## config.mk

```make
export PLATFORM = sky130hd
export DESIGN_NAME = edge_vertical_line_intersect
export DESIGN_NICKNAME = d
export VERILOG_FILES = /design/src/hw/rtl/evli_pkg.sv /design/src/hw/rtl/edge_vertical_line_intersect.sv
export SDC_FILE = /design/constraint.sdc
export NUM_CORES = 2
export LEC_CHECK = 0
export ABC_AREA = 1
export BUFFER_PORTS_ARGS = -buffer_cell sky130_fd_sc_hd__buf_2
export CAP_MARGIN = 20
export CORE_MARGIN = 1.5
export CORE_UTILIZATION = 30
export DETAILED_ROUTE_END_ITERATION = 6
export SLEW_MARGIN = 10
export SYNTH_ARGS = -nofsm -noshare
export SYNTH_HDL_FRONTEND = slang
export SYNTH_SLANG_ARGS = --single-unit
```

## constraint.sdc

```tcl
create_clock -name aclk -period 35.4 [get_ports aclk]
set_input_delay 7.08 -clock aclk [delete_from_list [all_inputs] [get_ports aclk]]
set_output_delay 7.08 -clock aclk [all_outputs]
set_load 0.05 [all_outputs]
```

## src/hw/rtl/evli_pkg.sv

```systemverilog
`default_nettype none

package evli_pkg;

    // Q16.16 word and derived widths
    localparam int DATA_W      = 32;
    localparam int FRAC_W      = 16;
    localparam int RATIO_W     = FRAC_W + 1;
    localparam int INDEX_W     = 16;
    localparam int NUM_FIELDS  = 4;
    localparam int NUM_SLOTS   = NUM_FIELDS + 1;
    localparam int ACT_W       = 3;
    localparam int CFG_IDX_W   = 8;

    localparam int S_TDATA_W   = 12 * DATA_W;
    localparam int M_FIELDS_W  = INDEX_W + RATIO_W + NUM_SLOTS * DATA_W;
    localparam int M_TDATA_W   = ((M_FIELDS_W + 7) / 8) * 8;

    localparam int DEF_MAX_FIELDS = 4;

    // Register indexes
    localparam logic [CFG_IDX_W-1:0] REG_CUT_X  = 8'd0;
    localparam logic [CFG_IDX_W-1:0] REG_ACTIVE = 8'd1;

    localparam logic [ACT_W-1:0]   ACTIVE_RESET = 3'd4;
    localparam logic [INDEX_W-1:0] COUNT_MAX    = 16'hFFFF;

    typedef logic signed [DATA_W-1:0] word_t;

endpackage

`default_nettype wire

```

## src/hw/rtl/edge_vertical_line_intersect.sv

```systemverilog
`default_nettype none

// Channel   Dir  Width  Content
// s_*       in   384    edge: start_x, start_y, end_x, end_y, start_value0..3, end_value0..3
// m_*       out  200    crossing: point_index, ratio, cross_y, cross_value0..3
// cfg_*     in   8+32   register write: cut_x, active_functions (taken only while idle)
//
// A crossing reaches the output register through the crossing test, 17 bit-serial
// divider steps, 7 steps of the shared subtract/multiply/add chain and one transfer;
// the input is ready again only after that, so edges are not overlapped. An edge with
// no crossing frees the input after the crossing test. Reset is synchronous on aresetn.
// A result held by m_tready does not hold off the input; the next crossing then waits in
// the last step, with the input held off, until the output register frees.
module edge_vertical_line_intersect #(
    parameter int MAX_FIELDS = evli_pkg::DEF_MAX_FIELDS
) (
    input  wire logic                            aclk,
    input  wire logic                            aresetn,
    input  wire logic                            s_tvalid,
    output      logic                            s_tready,
    // start_x, start_y, end_x, end_y, start_value0..3, end_value0..3 (low bit up)
    input  wire logic [evli_pkg::S_TDATA_W-1:0]  s_tdata,
    output      logic                            m_tvalid,
    input  wire logic                            m_tready,
    // point_index, ratio, cross_y, cross_value0..3, zero pad (low bit up)
    output      logic [evli_pkg::M_TDATA_W-1:0]  m_tdata,
    input  wire logic                            cfg_valid,
    output      logic                            cfg_ready,
    input  wire logic [evli_pkg::CFG_IDX_W-1:0]  cfg_index,
    input  wire logic [evli_pkg::DATA_W-1:0]     cfg_data
);
    import evli_pkg::*;

    localparam logic [2:0] ST_IDLE  = 3'd0;
    localparam logic [2:0] ST_CHECK = 3'd1;
    localparam logic [2:0] ST_DIV   = 3'd2;
    localparam logic [2:0] ST_MUL   = 3'd3;
    localparam logic [2:0] ST_DONE  = 3'd4;

    localparam int DIV_LAST = RATIO_W - 1;
    localparam int MUL_LAST = NUM_SLOTS + 1;
    localparam int PROD_W   = DATA_W + 1 + RATIO_W + 1;

    logic [2:0]          state_reg;
    logic [DATA_W-1:0]   cut_x_reg;
    logic [ACT_W-1:0]    active_reg;
    logic [INDEX_W-1:0]  count_reg;

    word_t               sx_reg, sy_reg, ex_reg, ey_reg;
    word_t               sv_reg [MAX_FIELDS];
    word_t               ev_reg [MAX_FIELDS];

    logic [DATA_W-1:0]   ad_reg;
    logic [DATA_W:0]     rem_reg;
    logic [RATIO_W-1:0]  q_reg;
    logic [4:0]          step_reg;
    logic [NUM_SLOTS-1:0] act_reg;

    logic signed [DATA_W:0]   diff_reg;
    word_t                    s1_reg, s2_reg;
    logic signed [PROD_W-1:0] prod_reg;
    word_t                    res_reg [NUM_SLOTS];

    logic                out_valid_reg;
    logic [INDEX_W-1:0]  out_index_reg;
    logic [RATIO_W-1:0]  out_ratio_reg;
    word_t               out_val_reg [NUM_SLOTS];

    // crossing test
    logic signed [DATA_W:0] n_val, d_val;
    logic [DATA_W:0]        n_abs, d_abs;
    logic                   hit;
    logic [ACT_W-1:0]       nact;
    logic [NUM_SLOTS-1:0]   act_mask;

    // divider step
    logic [DATA_W:0]        rem_sh;
    logic                   q_bit;

    // multiply chain
    word_t                  op_s, op_e;
    logic signed [PROD_W-1:0] ratio_ext, diff_ext;
    logic signed [PROD_W-1:0] sum_val;
    logic [2:0]             slot;
    logic                   out_free;

    assign s_tready  = (state_reg == ST_IDLE);
    assign cfg_ready = (state_reg == ST_IDLE);
    assign m_tvalid  = out_valid_reg;
    assign out_free  = !out_valid_reg || m_tready;

    always_comb begin
        n_val = $signed({cut_x_reg[DATA_W-1], cut_x_reg}) - $signed({sx_reg[DATA_W-1], sx_reg});
        d_val = $signed({ex_reg[DATA_W-1], ex_reg}) - $signed({sx_reg[DATA_W-1], sx_reg});
        n_abs = n_val[DATA_W] ? -n_val : n_val;
        d_abs = d_val[DATA_W] ? -d_val : d_val;
        if (d_val > 0) begin
            hit = (n_val >= 0) && (n_val <= d_val);
        end else if (d_val < 0) begin
            hit = (n_val <= 0) && (n_val >= d_val);
        end else begin
            hit = 1'b0;
        end
        // clamp the field count to what is built
        nact = (active_reg > ACT_W'(MAX_FIELDS)) ? ACT_W'(MAX_FIELDS) : active_reg;
        act_mask[0] = 1'b1;
        for (int k = 0; k < NUM_FIELDS; k++) begin
            act_mask[k+1] = (ACT_W'(k) < nact);
        end
    end

    always_comb begin
        rem_sh = (step_reg == 5'd0) ? rem_reg : {rem_reg[DATA_W-1:0], 1'b0};
        q_bit  = (rem_sh >= {1'b0, ad_reg});
    end

    always_comb begin
        op_s = sy_reg;
        op_e = ey_reg;
        for (int k = 0; k < MAX_FIELDS; k++) begin
            if (step_reg == 5'(k + 1)) begin
                op_s = sv_reg[k];
                op_e = ev_reg[k];
            end
        end
        ratio_ext = {{(PROD_W-RATIO_W){1'b0}}, q_reg};
        diff_ext  = {{(PROD_W-DATA_W-1){diff_reg[DATA_W]}}, diff_reg};
        // v = s*65536 + ratio*(e-s); floor shift is a plain bit select
        sum_val = prod_reg + {{(PROD_W-DATA_W-FRAC_W){s2_reg[DATA_W-1]}}, s2_reg, {FRAC_W{1'b0}}};
        slot    = step_reg[2:0] - 3'd2;
    end

    always_ff @(posedge aclk) begin
        if (!aresetn) begin
            state_reg     <= ST_IDLE;
            cut_x_reg     <= '0;
            active_reg    <= ACTIVE_RESET;
            count_reg     <= '0;
            out_valid_reg <= 1'b0;
        end else begin
            if (cfg_valid && cfg_ready) begin
                if (cfg_index == REG_CUT_X) begin
                    cut_x_reg <= cfg_data;
                    count_reg <= '0;
                end else if (cfg_index == REG_ACTIVE) begin
                    active_reg <= cfg_data[ACT_W-1:0];
                    count_reg  <= '0;
                end
            end

            if ((state_reg == ST_DONE) && out_free) begin
                out_valid_reg <= 1'b1;
            end else if (m_tready) begin
                out_valid_reg <= 1'b0;
            end

            unique case (state_reg)
                ST_IDLE: begin
                    if (s_tvalid) begin
                        state_reg <= ST_CHECK;
                    end
                end
                ST_CHECK: begin
                    state_reg <= hit ? ST_DIV : ST_IDLE;
                end
                ST_DIV: begin
                    if (step_reg == 5'(DIV_LAST)) begin
                        state_reg <= ST_MUL;
                    end
                end
                ST_MUL: begin
                    if (step_reg == 5'(MUL_LAST)) begin
                        state_reg <= ST_DONE;
                    end
                end
                ST_DONE: begin
                    // hold until the output register frees up
                    if (out_free) begin
                        if (count_reg != COUNT_MAX) begin
                            count_reg <= count_reg + INDEX_W'(1);
                        end
                        state_reg <= ST_IDLE;
                    end
                end
                default: begin
                    state_reg <= ST_IDLE;
                end
            endcase
        end
    end

    // datapath, no reset
    always_ff @(posedge aclk) begin
        unique case (state_reg)
            ST_IDLE: begin
                if (s_tvalid) begin
                    sx_reg <= s_tdata[0*DATA_W +: DATA_W];
                    sy_reg <= s_tdata[1*DATA_W +: DATA_W];
                    ex_reg <= s_tdata[2*DATA_W +: DATA_W];
                    ey_reg <= s_tdata[3*DATA_W +: DATA_W];
                    for (int k = 0; k < MAX_FIELDS; k++) begin
                        sv_reg[k] <= s_tdata[(4+k)*DATA_W +: DATA_W];
                        ev_reg[k] <= s_tdata[(8+k)*DATA_W +: DATA_W];
                    end
                end
            end
            ST_CHECK: begin
                rem_reg  <= n_abs;
                ad_reg   <= d_abs[DATA_W-1:0];
                act_reg  <= act_mask;
                step_reg <= '0;
            end
            ST_DIV: begin
                rem_reg  <= q_bit ? (rem_sh - {1'b0, ad_reg}) : rem_sh;
                q_reg    <= {q_reg[RATIO_W-2:0], q_bit};
                step_reg <= (step_reg == 5'(DIV_LAST)) ? 5'd0 : step_reg + 5'd1;
            end
            ST_MUL: begin
                // three-deep chain: subtract, multiply, add
                diff_reg <= $signed({op_e[DATA_W-1], op_e}) - $signed({op_s[DATA_W-1], op_s});
                s1_reg   <= op_s;
                prod_reg <= ratio_ext * diff_ext;
                s2_reg   <= s1_reg;
                if (step_reg >= 5'd2) begin
                    res_reg[slot] <= act_reg[slot] ? sum_val[DATA_W+FRAC_W-1:FRAC_W] : '0;
                end
                step_reg <= step_reg + 5'd1;
            end
            ST_DONE: begin
                if (out_free) begin
                    out_index_reg <= count_reg;
                    out_ratio_reg <= q_reg;
                    for (int k = 0; k < NUM_SLOTS; k++) begin
                        out_val_reg[k] <= res_reg[k];
                    end
                end
            end
            default: begin
            end
        endcase
    end

    always_comb begin
        m_tdata = '0;
        m_tdata[INDEX_W-1:0]                 = out_index_reg;
        m_tdata[INDEX_W +: RATIO_W]          = out_ratio_reg;
        for (int k = 0; k < NUM_SLOTS; k++) begin
            m_tdata[INDEX_W + RATIO_W + k*DATA_W +: DATA_W] = out_val_reg[k];
        end
    end

endmodule

`default_nettype wire

```

Yosys cells after proc, flatten, opt, wreduce, memory -nomap -nowiden
Memories as Yosys holds them, arrays and structs flattened.
Index checks and enable logic that the tools add are counted.
{"block": "totals", "register_bits": 452, "rom_bits": 0, "mem_bits_rw": 576, "latch_bits": 0, "output_inout_bits": 203, "n_memories": 4, "in_bits": 429}
{"memory": "out_val_reg", "depth": 5, "word_bits": 32, "read_ports": 5, "rd_clocked_by_memory_dff": 0, "write_ports": 5, "line": "edge_vertical_line_intersect.sv:67", "text": "word_t out_val_reg [NUM_SLOTS];"}
{"memory": "res_reg", "depth": 5, "word_bits": 32, "read_ports": 5, "rd_clocked_by_memory_dff": 0, "write_ports": 1, "line": "edge_vertical_line_intersect.sv:62", "text": "word_t res_reg [NUM_SLOTS];"}
{"memory": "ev_reg", "depth": 4, "word_bits": 32, "read_ports": 4, "rd_clocked_by_memory_dff": 0, "write_ports": 4, "line": "edge_vertical_line_intersect.sv:51", "text": "word_t ev_reg [MAX_FIELDS];"}
{"memory": "sv_reg", "depth": 4, "word_bits": 32, "read_ports": 4, "rd_clocked_by_memory_dff": 0, "write_ports": 4, "line": "edge_vertical_line_intersect.sv:50", "text": "word_t sv_reg [MAX_FIELDS];"}
{"block": "op_classes", "reduce_logical": 17, "shift": 0, "div_mod_pow": 0, "n_addsub": 10, "n_mul": 1, "mux": 44, "magnitude_cmp": 14, "bitwise": 1, "eq_ne": 16}
{"op": "32-bit two-way mux", "count": 10}
{"op": "33-bit two-way mux", "count": 3}
{"op": "32-bit by 32-bit subtractor with 33-bit output", "count": 3}
{"op": "16-bit two-way mux", "count": 6}
{"op": "33-bit one-hot mux with 2 select lines", "count": 1}
{"op": "48-bit adder", "count": 1}
{"op": "18-bit by 33-bit multiplier with 48-bit output", "count": 1}
{"op": "33-bit by 1-bit greater-or-equal comparator with 1-bit output, second input constant", "count": 1}
{"op": "33-bit by 32-bit greater-or-equal comparator with 1-bit output", "count": 1}
{"op": "33-bit greater-or-equal comparator", "count": 1}
{"op": "33-bit by 1-bit > comparator with 1-bit output, second input constant", "count": 1}
{"op": "33-bit by 1-bit <= comparator with 1-bit output, second input constant", "count": 1}
{"op": "33-bit <= comparator", "count": 1}
{"op": "33-bit by 1-bit less-than comparator with 1-bit output, second input constant", "count": 1}
{"op": "33-bit negator", "count": 1}
{"op": "33-bit by 32-bit subtractor with 33-bit output", "count": 1}
{"op": "32-bit negator", "count": 1}
{"op": "16-bit by 1-bit adder with 16-bit output, second input constant", "count": 1}
{"op": "16-bit != test, second input constant", "count": 1}
{"op": "3-bit two-way mux", "count": 5}
{"op": "3-bit one-hot mux with 5 select lines", "count": 1}
{"op": "5-bit one-hot mux with 3 select lines", "count": 1}
{"op": "1-bit two-way mux", "count": 14}
{"op": "5-bit by 2-bit == test with 1-bit output, second input constant", "count": 2}
{"op": "other kinds (30)", "count": 43}

Longest topological paths before layout
{"block": "logic_depth", "depth_word": 7, "ltp_mapped": 34, "ltp_nobuf": 34}

Worst setup path before layout
OpenSTA, ideal clock, no wires.
{"block": "synth_path", "path_kind": "input port to flip-flop", "startpoint": "input port s_tvalid", "endpoint": "memory ev_reg[0][0] in the netlist's numbering (enable)", "n_path_buf": 0, "setup_time_ns": 1.601, "stages": 2, "arrival_time_ns": 32.717, "t_required_ns": 33.799, "setup_slack_ns": 1.082, "path_cell_list": "inv_1 > nor3_1"}
{"item": "start: declaration", "line": "edge_vertical_line_intersect.sv:19", "text": "input wire logic s_tvalid,"}
{"item": "end: declaration", "line": "edge_vertical_line_intersect.sv:51"}

==> results.yml <==
routing:
  vias: 46954
  met1_length_um: 84800
  avgRoutedWirePerCell_um: 19.5
  drcViolationCount: 4
  drt_iter0_drc: 3751
  drt-total-wl_um: 196000
  routed_via_density: 4.67
  top_layer_used: "met5"
  wl_met2_um: 91500
  firstDrtPassIters: 7
  ant_nets: 0
  met3WireLength_um: 12000
logic_synthesis:
  synth-compound-area-share: 0.0754
  synth_ff_type: "edfxtp_1"
  yosysWarnings: 0
  syn_inst: 6528
  synth-adder-area-share: 0.218
  ys_ff_latch: 1012
  synth.area.mux_share: 0.0101
  synth_top_family_by_area: "adder cells"
  synth_xor_area_frac: 0.0284
  yosysTopAreaCell: "edfxtp_1"
  async_flop_share: 0
  netlist.area_leader.share: 0.438
  synthSimpleGateAreaFrac: 0.125
  syn_avg_cell_area_um2: 10.0
  ys_seq_area_frac: 0.455
  synth_area_um2: 65600
  synth_cell_types: 64
  yosys-top-cells-area: "edfxtp_1, fa_1, nand2_1"
  synth-edff-count: 957
outcome:
  status: "finished with violations"
  violations: "design-rule violations"
worst_setup_path:
  worstSetupStartpointType: "primary input"
  crit_required_ns: 35.74
  arrival_ns: 9.95
  path_max_fanout: 150
  cp-end-kind: "flip-flop"
  timing.rr.start: "q_reg[9]"
  path_class: "primary input to flip-flop"
  startpoint: "s_tvalid"
floorplan:
  die_w_um: 471
  start_util: 0.302
  die_h_um: 471
  design.core.area_um2: 217000
  rows: 171
  die_area_um2: 221000
  boundaryPins: 632
job:
  timing.max_cap.violations: 0
timing:
  slew_viol_final: 0
  final_hold_viol_count: 0
  tightest_slew_ns: 1.12
  maxSlewHeadroom: 0.250
  fmaxAchievable_mhz: 104
  rsz0062_at_grt: "no"
  setup_viol: 0
  skew_ns: 0.0375
  setup-tns-final_ns: 0
  period_needed_ns: 9.60
  timing.final.crit_share: 0.271
grt:
  grt_pass1_vias: 47043
  antenna_found_initial: 34
  grt_overflow: 0
  grt_max_degree: 151
  grt_usage: 0.174
  grt_pass1_wl_um: 291000
cells_and_area:
  final_common_cell: "nand2_1"
  final_nets: 8361
  final_cell_mix: "nand2_1, inv_1, edfxtp_1"
  drive_gt1_frac: 0.130
  syn_to_final_growth_pct: 15.1
  finish.utilization: 0.348
cts:
  cts.repair.resized: 0
  cts_buffers: 106
  cts_htree_levels: 3
  cts_root_buf: "clkbuf_16"
  cts_tree: "built"
  cts_hold_buf: 0
  cts_buffer_depth: 3
  cts_sinks: 1012
  insertion_delay_ns: 0.75
  post_cts_buffers: 0
  clkTransAtPathRegs_ns: 0.06
placed_design:
  place_hpwl_um: 157000
  port_buffers: 624
  gp_congestion: 0.919
min_path:
  hold_start: "res_reg[4][9]"
  hold_path.class: "flip-flop to flip-flop"
## layout make-up
class	instances	area, um2
diodes	8	20.0
clock buffers	139	2880
clock inverters	61	596
fillers	21759	142000
inverters	1299	4880
multi-input cells	3996	30100
flip-flops and latches	1012	29800
well taps	2854	3570
repair buffers	688	3620
## metal layers
metal | global-route usage | vias to the layer above
met3 | 0.0251 | 287
li1 | - | 22173
met2 | 0.288 | 1757
met1 | 0.230 | 22715
met5 | 0 | -
met4 | 0.0692 | 22
## worst paths after layout
path	slack, ns	cells after the start	to
hold / removal	0.41	0	out_val_reg[0][137]
setup / recovery	25.80	6	ev_reg[1][27]
setup reg to reg	28.25	23	prod_reg[46]
hold reg to reg	0.41	0	out_val_reg[0][137]
## through the flow
stage	instance area [um2]	std cells	setup WS (ns)	hold WS, ns
CTS	75400	10048	25.90	0.408
floorplan	65600	6534	1.08	0.400
finish	75500	10057	25.80	0.406
global placement	72000	9847	25.23	0.400
global route	75500	10053	25.71	0.407
detailed placement	72000	9848	25.08	0.405
## cell families after synthesis
family	count (synthesis)
XOR/XNOR	209
flip-flops	1012
adder cells (fa/ha/maj)	829
AND/OR/NAND/NOR	2031
other	1
buffers and inverters	1526
AO/OA/AOI/OAI	858
multiplexers	62
## cells in the mapped netlist, types with 4 or more instances
library cell	n
o21bai_1	8
o21ai_0	274
nor2_1	400
a211oi_1	5
inv_1	1294
dfxtp_1	55
o31ai_1	12
buf_1	8
o21a_1	43
edfxtp_1	957
nand2_1	1323
xor2_1	146
nand3b_1	14
nor3_1	56
o21ai_2	6
clkbuf_1	200
nand3_2	4
xnor2_1	60
a21oi_1	326
fa_1	519
mux2_2	31
ha_1	310
nor2_2	5
a21boi_0	10
buf_2	7
a21o_1	20
mux2i_1	31
buf_4	12
o221ai_1	8
nand4_1	39
nand3_1	157
a31oi_1	26
nor4_1	10
o21ai_1	10
or2_2	4
a221oi_1	8
o211ai_1	85
## critical path, cell delays in order
cell and delay [ns]:
buf_2 0.08, inv_1 0.05, nor3_2 0.18, buf_4 0.70
buf_12 0.48, buf_4 0.93
Power is not shown: default switching activity piles up to over one toggle a cycle in this logic, so the estimate is an artifact.
